--- src/rtl/dvr_pkg.sv ---
// dvr_pkg: shared types and constants of the distance-vector route engine
// used by dvr_engine, dvr_out_reg and distance_vector_route_engine
package dvr_pkg;

  localparam int NUM_ROUTERS_DEF = 8;

  localparam int FIELD_W = 3;   // router index fields on the ports
  localparam int COST_W  = 10;  // cost field on the ports
  localparam int ENTRY_W = 11;  // one cost table entry
  localparam int SUM_W   = 12;  // entry plus entry

  localparam logic [COST_W-1:0]  INF_COST  = 10'd1000;
  localparam logic [ENTRY_W-1:0] INF_ENTRY = 11'd1000;
  localparam logic [SUM_W-1:0]   SUM_MAX   = '1;

  localparam logic [1:0] OP_LINK   = 2'd0;
  localparam logic [1:0] OP_VECTOR = 2'd1;
  localparam logic [1:0] OP_QUERY  = 2'd2;

  localparam logic KIND_ROUTE = 1'b0;
  localparam logic KIND_DONE  = 1'b1;

  typedef struct packed {
    logic [1:0]         opcode;
    logic [FIELD_W-1:0] src;
    logic [FIELD_W-1:0] idx;
    logic [COST_W-1:0]  cost;   // already clamped to INF_COST
    logic               last;
  } cmd_t;

  typedef struct packed {
    logic               kind;
    logic [FIELD_W-1:0] hop;
    logic [COST_W-1:0]  distance;
  } res_t;

endpackage

--- src/rtl/distance_vector_route_engine.sv ---
// channel   dir  tdata (low bit up)                         side bits
// in_       in   source_router, entry_index, cost           tuser opcode, tlast last_entry
// out_      out  next_hop, distance, 3 zero bits            tuser result_kind
// cfg_      in   own_id                                     wr_en
//
// link cost writes, plain vector entries and ignored items are handled on acceptance.
// a route query holds the input through the own row copy and the scan, its answer then
// reaching the output register; a closing vector entry holds it through the own row copy
// and the relaxation scan of the one-read-a-cycle cost table memory, then signals done.
// after reset a clearing pass over all 2^(2*ceil(log2 N)) entries (64 for N=8) fills the
// table; no item is accepted during it. a finished result waits in the output
// register while the next item is taken; a further result waits in the engine.
// top level: own_id register, input clamping and port packing; uses dvr_pkg,
// dvr_engine and dvr_out_reg
module distance_vector_route_engine #(
  parameter int NUM_ROUTERS = dvr_pkg::NUM_ROUTERS_DEF
) (
  input  logic                        clk,
  input  logic                        rst_n,
  input  logic                        in_tvalid,
  output logic                        in_tready,
  input  logic [15:0]                 in_tdata,   // source_router, entry_index, cost
  input  logic                        in_tlast,   // last_entry
  input  logic [1:0]                  in_tuser,   // opcode
  output logic                        out_tvalid,
  input  logic                        out_tready,
  output logic [15:0]                 out_tdata,  // next_hop, distance, zero pad
  output logic                        out_tuser,  // result_kind
  input  logic                        cfg_wr_en,
  input  logic [dvr_pkg::FIELD_W-1:0] cfg_wr_data // own_id
);
  import dvr_pkg::*;

  logic [FIELD_W-1:0] own_id_r, own_id_nxt;
  logic [COST_W-1:0]  cost_raw;
  cmd_t               cmd;
  logic               res_valid, res_ready;
  res_t               res, out_res;

  assign own_id_nxt = cfg_wr_en ? cfg_wr_data : own_id_r;

  always_ff @(posedge clk) begin
    if (!rst_n) begin
      own_id_r <= '0;
    end else begin
      own_id_r <= own_id_nxt;
    end
  end

  assign cost_raw   = in_tdata[15:6];
  assign cmd.opcode = in_tuser;
  assign cmd.src    = in_tdata[2:0];
  assign cmd.idx    = in_tdata[5:3];
  assign cmd.cost   = (cost_raw > INF_COST) ? INF_COST : cost_raw;
  assign cmd.last   = in_tlast;

  dvr_engine #(
    .NUM_ROUTERS(NUM_ROUTERS)
  ) u_engine (
    .clk       (clk),
    .rst_n     (rst_n),
    .own_id    (own_id_r),
    .in_valid  (in_tvalid),
    .in_ready  (in_tready),
    .cmd       (cmd),
    .res_valid (res_valid),
    .res_ready (res_ready),
    .res       (res)
  );

  dvr_out_reg u_out_reg (
    .clk       (clk),
    .rst_n     (rst_n),
    .res_valid (res_valid),
    .res_ready (res_ready),
    .res       (res),
    .out_valid (out_tvalid),
    .out_ready (out_tready),
    .out_res   (out_res)
  );

  assign out_tdata = {3'b000, out_res.distance, out_res.hop};
  assign out_tuser = out_res.kind;

endmodule

--- src/rtl/dvr_engine.sv ---
// dvr_engine: cost table memory, own-row snapshot memory and the sequencer
// that writes entries, relaxes the own row and answers route queries; uses dvr_pkg
module dvr_engine #(
  parameter int NUM_ROUTERS = dvr_pkg::NUM_ROUTERS_DEF
) (
  input  logic                        clk,
  input  logic                        rst_n,
  input  logic [dvr_pkg::FIELD_W-1:0] own_id,
  input  logic                        in_valid,
  output logic                        in_ready,
  input  dvr_pkg::cmd_t               cmd,
  output logic                        res_valid,
  input  logic                        res_ready,
  output dvr_pkg::res_t               res
);
  import dvr_pkg::*;

  localparam int IDX_W   = (NUM_ROUTERS > 1) ? $clog2(NUM_ROUTERS) : 1;
  localparam int ADDR_W  = 2 * IDX_W;
  localparam int TBL_DEPTH  = 1 << ADDR_W;
  localparam int SNAP_DEPTH = 1 << IDX_W;
  localparam logic [IDX_W-1:0] LAST_IDX = IDX_W'(NUM_ROUTERS - 1);

  localparam int STATE_W = 3;
  localparam logic [STATE_W-1:0] S_CLEAR = 3'd0;
  localparam logic [STATE_W-1:0] S_IDLE  = 3'd1;
  localparam logic [STATE_W-1:0] S_COPY  = 3'd2;
  localparam logic [STATE_W-1:0] S_RELAX = 3'd3;
  localparam logic [STATE_W-1:0] S_QUERY = 3'd4;
  localparam logic [STATE_W-1:0] S_DONE  = 3'd5;

  logic [ENTRY_W-1:0] tbl_mem  [TBL_DEPTH];
  logic [ENTRY_W-1:0] snap_mem [SNAP_DEPTH];
  logic [ENTRY_W-1:0] tbl_rd_r, snap_rd_r;

  logic               tbl_we, snap_we;
  logic [ADDR_W-1:0]  tbl_waddr, tbl_raddr;
  logic [ENTRY_W-1:0] tbl_wdata;
  logic [IDX_W-1:0]   snap_raddr;

  logic [STATE_W-1:0] state_r, state_nxt;
  logic [ADDR_W-1:0]  clr_cnt_r, clr_cnt_nxt;
  logic               mode_q_r, mode_q_nxt;
  logic [IDX_W-1:0]   d_r, d_nxt;
  logic               up_r, up_nxt;
  logic [IDX_W-1:0]   i_r, i_nxt, j_r, j_nxt;
  logic               iss_r, iss_nxt;
  logic               p_vld_r, p_vld_nxt, p_end_r, p_end_nxt;
  logic [IDX_W-1:0]   p_i_r, p_i_nxt, p_j_r, p_j_nxt;
  logic [SUM_W-1:0]   best_r, best_nxt;
  logic [ENTRY_W-1:0] target_r, target_nxt;
  logic               found_r, found_nxt;
  logic [IDX_W-1:0]   hop_r, hop_nxt;
  res_t               res_r, res_nxt;

  logic             in_fire, me_ok, idx_ok, src_ok, last_issue;
  logic [IDX_W-1:0] me, idx_i, src_i, jq;
  logic [SUM_W-1:0] sum, cand_path, cand_old, cand_min, base, new_best;

  assign in_ready  = (state_r == S_IDLE);
  assign in_fire   = in_valid && in_ready;
  assign res_valid = (state_r == S_DONE);
  assign res       = res_r;

  assign me_ok  = 32'(own_id)  < NUM_ROUTERS;
  assign idx_ok = 32'(cmd.idx) < NUM_ROUTERS;
  assign src_ok = 32'(cmd.src) < NUM_ROUTERS;
  assign me     = IDX_W'(own_id);
  assign idx_i  = IDX_W'(cmd.idx);
  assign src_i  = IDX_W'(cmd.src);

  // query scans upward when the destination lies above own_id
  assign jq = up_r ? j_r : (LAST_IDX - j_r);
  assign last_issue = (j_r == LAST_IDX) && ((state_r != S_RELAX) || (i_r == LAST_IDX));

  // one relaxation step: path through j, and the old value when j meets i
  assign sum       = {1'b0, tbl_rd_r} + {1'b0, snap_rd_r};
  assign cand_path = (p_j_r != me) ? sum : SUM_MAX;
  assign cand_old  = (p_j_r == p_i_r) ? {1'b0, snap_rd_r} : SUM_MAX;
  assign cand_min  = (cand_path < cand_old) ? cand_path : cand_old;
  assign base      = (p_j_r == '0) ? SUM_MAX : best_r;
  assign new_best  = (cand_min < base) ? cand_min : base;

  always_comb begin
    state_nxt  = state_r;
    clr_cnt_nxt = clr_cnt_r;
    mode_q_nxt = mode_q_r;
    d_nxt      = d_r;
    up_nxt     = up_r;
    i_nxt      = i_r;
    j_nxt      = j_r;
    iss_nxt    = iss_r;
    p_vld_nxt  = 1'b0;
    p_end_nxt  = 1'b0;
    p_i_nxt    = i_r;
    p_j_nxt    = j_r;
    best_nxt   = best_r;
    target_nxt = target_r;
    found_nxt  = found_r;
    hop_nxt    = hop_r;
    res_nxt    = res_r;
    tbl_we     = 1'b0;
    tbl_waddr  = '0;
    tbl_wdata  = '0;
    tbl_raddr  = '0;
    snap_raddr = '0;
    snap_we    = 1'b0;

    unique case (state_r)
      S_CLEAR: begin
        tbl_we    = 1'b1;
        tbl_waddr = clr_cnt_r;
        tbl_wdata = (clr_cnt_r[ADDR_W-1:IDX_W] == clr_cnt_r[IDX_W-1:0]) ? '0 : INF_ENTRY;
        clr_cnt_nxt = clr_cnt_r + 1'b1;
        if (clr_cnt_r == '1) begin
          state_nxt = S_IDLE;
        end
      end

      S_IDLE: begin
        if (in_fire) begin
          unique case (cmd.opcode)
            OP_LINK: begin
              if (me_ok && idx_ok && (cmd.idx != own_id)) begin
                tbl_we    = 1'b1;
                tbl_waddr = {me, idx_i};
                tbl_wdata = {1'b0, cmd.cost};
              end
            end
            OP_VECTOR: begin
              if (cmd.src != own_id) begin
                if (src_ok && idx_ok) begin
                  tbl_we    = 1'b1;
                  tbl_waddr = {src_i, idx_i};
                  tbl_wdata = {1'b0, cmd.cost};
                end
                if (cmd.last) begin
                  res_nxt = '{kind: KIND_DONE, hop: '0, distance: '0};
                  if (me_ok) begin
                    state_nxt  = S_COPY;
                    mode_q_nxt = 1'b0;
                    i_nxt      = '0;
                    j_nxt      = '0;
                    iss_nxt    = 1'b1;
                  end else begin
                    state_nxt = S_DONE;
                  end
                end
              end
            end
            OP_QUERY: begin
              if (me_ok && idx_ok) begin
                state_nxt  = S_COPY;
                mode_q_nxt = 1'b1;
                d_nxt      = idx_i;
                up_nxt     = cmd.idx > own_id;
                i_nxt      = '0;
                j_nxt      = '0;
                iss_nxt    = 1'b1;
              end else begin
                res_nxt   = '{kind: KIND_ROUTE, hop: cmd.idx, distance: INF_COST};
                state_nxt = S_DONE;
              end
            end
            default: begin
            end
          endcase
        end
      end

      S_COPY, S_RELAX, S_QUERY: begin
        // read issue
        if (state_r == S_COPY) begin
          tbl_raddr = {me, j_r};
        end else if (state_r == S_RELAX) begin
          tbl_raddr  = {j_r, i_r};
          snap_raddr = j_r;
        end else begin
          tbl_raddr  = {jq, d_r};
          snap_raddr = jq;
        end
        p_vld_nxt = iss_r;
        p_end_nxt = iss_r && last_issue;
        p_j_nxt   = (state_r == S_QUERY) ? jq : j_r;
        if (iss_r) begin
          if (last_issue) begin
            iss_nxt = 1'b0;
          end
          if (j_r == LAST_IDX) begin
            j_nxt = '0;
            i_nxt = i_r + 1'b1;
          end else begin
            j_nxt = j_r + 1'b1;
          end
        end

        // data returning from the memories
        if (p_vld_r) begin
          if (state_r == S_COPY) begin
            snap_we = 1'b1;
            if (p_j_r == d_r) begin
              target_nxt = tbl_rd_r;
            end
            if (p_end_r) begin
              state_nxt = mode_q_r ? S_QUERY : S_RELAX;
              i_nxt     = '0;
              j_nxt     = '0;
              iss_nxt   = 1'b1;
              found_nxt = 1'b0;
            end
          end else if (state_r == S_RELAX) begin
            best_nxt = new_best;
            if ((p_j_r == LAST_IDX) && (p_i_r != me)) begin
              tbl_we    = 1'b1;
              tbl_waddr = {me, p_i_r};
              tbl_wdata = ENTRY_W'(new_best);
            end
            if (p_end_r) begin
              state_nxt = S_DONE;
            end
          end else begin
            if (!found_r && (d_r != me) && (p_j_r != me) && (p_j_r != d_r) &&
                (sum == {1'b0, target_r})) begin
              found_nxt = 1'b1;
              hop_nxt   = p_j_r;
            end
            if (p_end_r) begin
              res_nxt.kind     = KIND_ROUTE;
              res_nxt.hop      = FIELD_W'(found_nxt ? hop_nxt : d_r);
              res_nxt.distance = target_r[COST_W-1:0];
              state_nxt        = S_DONE;
            end
          end
        end
      end

      S_DONE: begin
        if (res_ready) begin
          state_nxt = S_IDLE;
        end
      end

      default: begin
        state_nxt = S_IDLE;
      end
    endcase
  end

  always_ff @(posedge clk) begin
    if (tbl_we) begin
      tbl_mem[tbl_waddr] <= tbl_wdata;
    end
    tbl_rd_r <= tbl_mem[tbl_raddr];
  end

  always_ff @(posedge clk) begin
    if (snap_we) begin
      snap_mem[p_j_r] <= tbl_rd_r;
    end
    snap_rd_r <= snap_mem[snap_raddr];
  end

  always_ff @(posedge clk) begin
    if (!rst_n) begin
      state_r   <= S_CLEAR;
      clr_cnt_r <= '0;
      iss_r     <= 1'b0;
      p_vld_r   <= 1'b0;
      p_end_r   <= 1'b0;
      found_r   <= 1'b0;
    end else begin
      state_r   <= state_nxt;
      clr_cnt_r <= clr_cnt_nxt;
      iss_r     <= iss_nxt;
      p_vld_r   <= p_vld_nxt;
      p_end_r   <= p_end_nxt;
      found_r   <= found_nxt;
    end
  end

  always_ff @(posedge clk) begin
    mode_q_r <= mode_q_nxt;
    d_r      <= d_nxt;
    up_r     <= up_nxt;
    i_r      <= i_nxt;
    j_r      <= j_nxt;
    p_i_r    <= p_i_nxt;
    p_j_r    <= p_j_nxt;
    best_r   <= best_nxt;
    target_r <= target_nxt;
    hop_r    <= hop_nxt;
    res_r    <= res_nxt;
  end

`ifndef ASSERT_OFF
  a_relax_own_row: assert property (@(posedge clk) disable iff (!rst_n)
    (tbl_we && (state_r == S_RELAX)) |-> (tbl_waddr[ADDR_W-1:IDX_W] == me))
    else $error("relaxation wrote outside the own row");

  a_snap_in_copy: assert property (@(posedge clk) disable iff (!rst_n)
    snap_we |-> (state_r == S_COPY))
    else $error("snapshot written outside the copy phase");

  a_route_dist: assert property (@(posedge clk) disable iff (!rst_n)
    (res_valid && (res.kind == KIND_ROUTE)) |-> (res.distance <= INF_COST))
    else $error("route answer distance above infinity");

  a_done_zero: assert property (@(posedge clk) disable iff (!rst_n)
    (res_valid && (res.kind == KIND_DONE)) |-> ((res.hop == '0) && (res.distance == '0)))
    else $error("relaxation result carries non-zero payload");
`endif

endmodule

--- src/rtl/dvr_out_reg.sv ---
// dvr_out_reg: output register holding one finished result until the
// result channel takes it; uses dvr_pkg
module dvr_out_reg (
  input  logic          clk,
  input  logic          rst_n,
  input  logic          res_valid,
  output logic          res_ready,
  input  dvr_pkg::res_t res,
  output logic          out_valid,
  input  logic          out_ready,
  output dvr_pkg::res_t out_res
);
  import dvr_pkg::*;

  logic vld_r, vld_nxt;
  res_t data_r, data_nxt;

  assign res_ready = !vld_r || out_ready;
  assign out_valid = vld_r;
  assign out_res   = data_r;

  always_comb begin
    vld_nxt  = vld_r;
    data_nxt = data_r;
    if (res_valid && res_ready) begin
      vld_nxt  = 1'b1;
      data_nxt = res;
    end else if (out_ready) begin
      vld_nxt = 1'b0;
    end
  end

  always_ff @(posedge clk) begin
    if (!rst_n) begin
      vld_r <= 1'b0;
    end else begin
      vld_r <= vld_nxt;
    end
  end

  always_ff @(posedge clk) begin
    data_r <= data_nxt;
  end

endmodule

--- config.mk ---
export PLATFORM = sky130hd
export DESIGN_NAME = distance_vector_route_engine
export DESIGN_NICKNAME = d
export VERILOG_FILES = /design/src/rtl/dvr_pkg.sv /design/src/rtl/distance_vector_route_engine.sv /design/src/rtl/dvr_engine.sv /design/src/rtl/dvr_out_reg.sv
export SDC_FILE = /design/constraint.sdc
export NUM_CORES = 1
export LEC_CHECK = 0
export ABC_AREA = 1
export BUFFER_PORTS_ARGS = -buffer_cell sky130_fd_sc_hd__buf_2
export CAP_MARGIN = 10
export CELL_PAD_IN_SITES_DETAIL_PLACEMENT = 1
export CELL_PAD_IN_SITES_GLOBAL_PLACEMENT = 2
export CORE_MARGIN = 10
export CORE_UTILIZATION = 30
export CTS_CLUSTER_SIZE = 16
export DETAILED_ROUTE_END_ITERATION = 8
export PLACE_DENSITY = 0.54
export SYNTH_ARGS = -nofsm -noshare
export SYNTH_HDL_FRONTEND = slang
export SYNTH_SLANG_ARGS = --single-unit
--- constraint.sdc ---
create_clock -name clk -period 14.9 [get_ports clk]
set_clock_uncertainty 0.1 [all_clocks]
set_input_delay 0 -clock clk [delete_from_list [all_inputs] [get_ports clk]]
set_output_delay 0 -clock clk [all_outputs]
set_load 0.1 [all_outputs]
Yosys cells after proc, flatten, opt, wreduce, memory -nomap -nowiden
Memory sizes are Yosys's and may differ from the RTL's. A register that Yosys moved wholly into a read port is not among the register bits.
Cells that the tools add are included.
{ "classes": {"addsub": 5, "mul": 0, "div": 0, "order_cmp": 4, "n_eq_ne": 39, "n_shift": 0, "muxes": 112, "n_bitwise": 2, "n_reduce_logical": 30} }
{ "op_table": {"columns": ["cell", "count"], "rows": [
  ["14-bit 2-to-1 mux", 8],
  ["3-bit 2-to-1 mux", 31],
  ["12-bit 2-to-1 mux", 5],
  ["6-bit 2-to-1 mux", 10],
  ["11-bit 2-to-1 mux", 5],
  ["10-bit 2-to-1 mux", 4],
  ["1-bit 2-to-1 mux", 34],
  ["11-bit case mux with 3 select lines", 1],
  ["14-bit case mux with 2 select lines", 1],
  ["12-bit < comparator", 2],
  ["3-bit case mux with 2 select lines", 4],
  ["11-bit case mux with 2 select lines", 1],
  ["3-bit inequality test", 6],
  ["6-bit case mux with 3 select lines", 1],
  ["2-bit inequality test (second input constant)", 8],
  ["4-bit AND reduction", 4],
  ["3-bit == test (second input constant)", 5],
  ["11-bit by 11-bit adder with 12-bit output", 1],
  ["12-bit by 11-bit == test with 1-bit output", 1],
  ["2-bit by 1-bit inequality test with 1-bit output (second input constant)", 6],
  ["3-bit case mux with 4 select lines", 1],
  ["6-bit case mux with 2 select lines", 1],
  ["10-bit greater-than comparator (second input constant)", 1],
  ["5-bit AND reduction", 2],
  ["other kinds (26)", 49]
]} }
{ "totals": {"regBits": 88, "latchBits": 0, "ram_bits": 792, "romBits": 0, "input_bits": 27, "out_inout_bits": 19, "elab_cells": 218, "mem_count": 2} }
{ "memory_table": {"columns": ["name", "words", "width", "read_ports", "rd_ports_with_merged_regs", "write_ports", "line", "source"], "rows": [
  ["u_engine.tbl_mem", 64, 11, 1, 1, 1, "dvr_engine.sv:32", "logic [ENTRY_W-1:0] tbl_mem [TBL_DEPTH];"],
  ["u_engine.snap_mem", 8, 11, 1, 1, 1, "dvr_engine.sv:33", "logic [ENTRY_W-1:0] snap_mem [SNAP_DEPTH];"]
]} }

Logic depth before layout (Yosys ltp)
{ "depth": {"depth_word": 16, "mapped_depth": 31, "depth_no_buf": 29} }

By module
Synthesis repeated with hierarchy kept, for this count alone.
{ "hier_totals": {"hier_cells": 3019, "area_unflattened_um2": 38280.5} }
{ "by_module_without_submodules": {"columns": ["module", "instances", "cells_per_inst", "area_each_um2"], "rows": [
  ["dvr_engine", 1, 2954, 37552.3],
  ["dvr_out_reg", 1, 21, 471.7],
  ["distance_vector_route_engine", 1, 44, 256.5]
]} }

Worst setup path after synthesis
No wires, ideal clock.
{ "synth_timing": {"path_kind": "reg2reg", "start": "register u_engine.tbl_rd_r[0], read port of u_engine.tbl_mem", "end": "memory u_engine.tbl_mem[0][10] (data pin)", "arrival_ns": 6.061, "slack_ns": 8.239, "stages_incl_launch_ff": 30, "synth_period_minus_slack_ns": 6.661, "cell_sequence": "dfxtp_1 -> ha_1 -> inv_1 -> fa_1 -> inv_1 -> nand3_1 -> nand2_1 -> a21oi_1 -> nor2_1 -> nor2_1 -> xor2_1 -> or2_2 -> ha_1 -> nand4_1 -> a31oi_1 -> nor2_1 -> nand2_1 -> clkbuf_1 -> nand2_1 -> o21ai_0 -> inv_1 -> ha_1 -> a21oi_1 -> nor2_1 -> a2111oi_0 -> nand2_1 -> buf_2 -> nand2_1 -> nand2_1 -> nor2_1"} }
{ "synth_between": {"elab_chain_cells": 11} }
{ "synth_lines": {"columns": ["item", "line", "source"], "rows": [
  ["from (decl)", "dvr_engine.sv:34", "logic [ENTRY_W-1:0] tbl_rd_r, snap_rd_r;"],
  ["11-bit by 11-bit adder with 12-bit output *", "dvr_engine.sv:77", "assign sum = {1'b0, tbl_rd_r} + {1'b0, snap_rd_r};"],
  ["12-bit 2-to-1 mux *", "dvr_engine.sv:78", "assign cand_path = (p_j_r != me) ? sum : SUM_MAX;"],
  ["12-bit < comparator", "dvr_engine.sv:80", "assign cand_min = (cand_path < cand_old) ? cand_path : cand_old;"],
  ["12-bit 2-to-1 mux *", "dvr_engine.sv:80", null],
  ["12-bit < comparator", "dvr_engine.sv:82", "assign new_best = (cand_min < base) ? cand_min : base;"],
  ["12-bit 2-to-1 mux *", "dvr_engine.sv:82", null],
  ["11-bit 2-to-1 mux *", "dvr_engine.sv:213", "if ((p_j_r == LAST_IDX) && (p_i_r != me)) begin"],
  ["11-bit 2-to-1 mux *", "dvr_engine.sv:211", "end else if (state_r == S_RELAX) begin"],
  ["11-bit 2-to-1 mux *", "dvr_engine.sv:199", "if (state_r == S_COPY) begin"],
  ["11-bit 2-to-1 mux *", "dvr_engine.sv:198", "if (p_vld_r) begin"],
  ["11-bit case mux with 3 select lines *", "dvr_engine.sv:109", "unique case (state_r)"],
  ["net u_engine.tbl_wdata[10]", "dvr_engine.sv:38", "logic [ENTRY_W-1:0] tbl_wdata;"],
  ["to (decl)", "dvr_engine.sv:32", null]
]} }
Mark *: on every way through the listed nets, which the timed path passes. The rest lies on a longest branch.

Worst setup path in the final report
{ "layout_timing": {"start": "register u_engine.tbl_rd_r[0], read port of u_engine.tbl_mem", "end": "memory u_engine.tbl_mem[59][8] (data pin)"} }
Same word-level chain as after synthesis.

==> qor.yml <==
yosys_register_bits: 902
drc_errors: 0
worst_slack_ns: 7.295
die_h_um: 374.9
max_stage_delay_ns: 0.90
htree_levels: 3
ff2ff_path_depth: 28
crit_type: "reg2reg"
yosys_warnings: 0
drv_slew: 0
synth_largest_area_cell: "edfxtp_1"
grt_max_degree: 141
synth-xor-area-share_pct: 0.7880
register_area_mm2: 0.02664
layout-drive-gt1-share_pct: 10.52
nets: 3134
fillers: 13226
antenna_found_initial: 2
cp_num_buf_inv: 4
p_leak_nw: 14.89
num_rows: 130
fin_crit_ns: 7.605
rsz0062_at_grt: "no"
cts-root-buf: "clkbuf_16"
final_cells: 4798
worstMarginPinSlew_ns: 1.194
synthAdderAreaFrac_pct: 1.510
ant_nets: 0
p_int_w: 0.005469
crit_path_start_kind: "flop"
cellPowerDensity_mw_per_mm2: 203.2
yosysMostFrequentCell: "edfxtp_1"
clock_latency_ns: 0.74
viasPerCell: 5.123
tritoncts: "done"
syn_area_mm2: 0.03779
syn_to_final_growth_pct: 15.34
synth_async_sr_flop_share_pct: 0
cp_slowest_cell: "a2111oi_2"
cts_buffer_depth: 3
numCtsBuffers: 105
multi_input_area_mm2: 0.01012
muxShareOfSynthArea_pct: 0
cts_num_sinks: 902
rrSetupSlack_ns: 7.30
min_to: "own_id_r[0]$_SDFFE_PN0P_"
synthSimpleGateAreaFrac_pct: 11.38
synth-seq-area-share_pct: 70.48
initial_core_util_pct: 30.13
path_max_fanout: 64
combPwrFrac_pct: 33.8
fin_util_pct: 34.76
dpl.hpwl_um: 73330
synthTopCellsByCount: "edfxtp_1, nor2_1, nand3_1"
relSlewSlack_pct: 20.08
groute.usage.overall_pct: 17.02
hold_path_depth: 4
tns_ns: 0
core_mm2: 0.1254
period_share_pct: 51.04
dr.pass1.iters: 5
die_w_um: 374.9
ys_types: 50
setup_viol: 0
synthTopCellsByArea: "edfxtp_1, nor2_1, o21bai_1"
avgSynthCellArea_um2: 12.59
power.total_w: 0.008855
hold_viol: 0
swShare_pct: 38.24
synth_edf_count: 857
dieArea_mm2: 0.1406
wl_per_cell_um: 25.47
grt_first_pass_wirelength_um: 179200
required_ns: 15.17
numPortBuffers: 42
vias: 24582
worstPathArrival_ns: 7.88
timing.fmax_mhz: 131.5
crit_top_cell: "nand2_1"
reg2reg_from: "u_engine.tbl_rd_r[0]$_DFF_P_"
place_ws_ns: 7.209
max_cap_violations: 0
p_sw_w: 0.003386
pwr-share-seq_pct: 38.0
hold_path_class: "in2reg"
power_frac_clock_pct: 28.2
outcome: "completed"
gp_congestion: 0.7773
synth_compound_area_share_pct: 12.52
grt_overflow_total: 0
dp_cells: 4578
crit_start: "u_engine.tbl_rd_r[0]$_DFF_P_"
synth_top_family_by_area: "compound AO/OA/AOI/OAI gates"
endpoint_kind: "flop"
vdd_drop_max_mv: 0.1567
synth_top_area_share_pct: 68.10
wirelength_um: 122200
reg2reg_to: "u_engine.tbl_mem[59][8]$_DFFE_PP_"
grt_pass1_vias: 25909
hold_path.startpoint: "cfg_wr_en"
critPathTopFamily: "simple AND/OR/NAND/NOR gates"
clkTransAtPathRegs_ns: 0.06
synthFlopType: "edfxtp_1"
ios: 46
syn_inst: 3001
drt-initial-drc-count: 1654
==> cell type report <==
cell class	count	area share [%]
diodes	2	0.01148
clock buffers	151	6.657
repair buffers	135	2.274
clock inverters	40	0.9387
well taps	1650	4.737
multi-input cells	1797	23.21
flip-flops and latches	902	61.11
inverters	121	1.059
==> cell families after synthesis <==
group,after synthesis
simple gates,1028
flops,902
compound gates,687
buf+inv,304
fa+ha+maj,45
xor+xnor,34
other cells,1
==> worst min-delay path, delay by kind of cell <==
kind	cells	cell delay [ns]
AOI/OAI and AO/OA	1	0.16
buffers and inverters	3	0.72
==> power groups by stage <==
stage / Clock (W) / Combinational [W] / Sequential, W
3_3_place_gp: 0 / 0.00298 / 0.00340
5_1_grt: 0.00267 / 0.00333 / 0.00339
2_1_floorplan: 0 / 0.00184 / 0.00339
4_1_cts: 0.00256 / 0.00306 / 0.00337
6_report: 0.00250 / 0.00300 / 0.00336
3_5_place_dp: 0 / 0.00304 / 0.00342
==> sequential cells by signal (all words and copies together) (netlist names), 6 cells and up <==
register / flops
u_engine.target_r: 11
u_engine.best_r: 12
u_engine.snap_mem: 88
u_engine.snap_rd_r: 11
u_engine.tbl_mem: 704
u_out_reg.out_res: 14
u_engine.res: 14
u_engine.tbl_rd_r: 11
u_engine.clr_cnt_r: 6
==> metal layers <==
| metal | track usage (%) | vias up | wire (um) |
|---|---|---|---|
| met5 | 0 | - | 0 |
| met4 | 4.274 | 0 | 2750 |
| met3 | 2.420 | 154 | 4058 |
| met2 | 29.52 | 377 | 60630 |
| met1 | 22.19 | 12788 | 54770 |
| li1 | - | 11263 | - |
==> placed cells by master (no fill, tap or decap), types with 44 or more instances in the layout <==
cell type,synthesis,routed
o311ai_1,118,118
buf_4,11,64
dfxtp_1,45,45
o311ai_0,52,52
nand3_1,199,199
o21ai_0,105,104
clkbuf_16,0,106
o21ai_1,109,110
o21bai_1,172,172
nand2_1,190,178
edfxtp_1,857,857
nor2_1,553,533
inv_1,111,110
ha_1,44,44
==> what timing repair did <==
item	in CTS	in global routing
buffers inserted	0	0
hold endpoints to repair	61	0
gates resized for setup	0	0
hold buffers	23	0
==> how the worst max path moves through the flow <==
stage / endpoint / slack, ns / cells past startpoint
after detailed placement: u_engine.tbl_mem[59][8]$_DFFE_PP_ / 7.21 / 28
final: u_engine.tbl_mem[59][8]$_DFFE_PP_ / 7.30 / 28
after floorplan: u_engine.tbl_mem[0][10]$_DFFE_PP_ / 8.24 / 29
after CTS: u_engine.tbl_mem[59][8]$_DFFE_PP_ / 7.19 / 28
after global routing: u_engine.tbl_mem[59][8]$_DFFE_PP_ / 6.50 / 28
after global placement: u_engine.tbl_mem[56][8]$_DFFE_PP_ / 7.49 / 28
==> metrics by stage <==
step	area [um2]	hold WS, ns
final	43590	0.09613
after global routing	43580	0.08596
after CTS	43540	0.05190
after floorplan	37800	-0.001131
after global placement	39970	0.1401
after detailed placement	40000	0.1395
No activity file was read; power rests on OpenSTA's default activity.
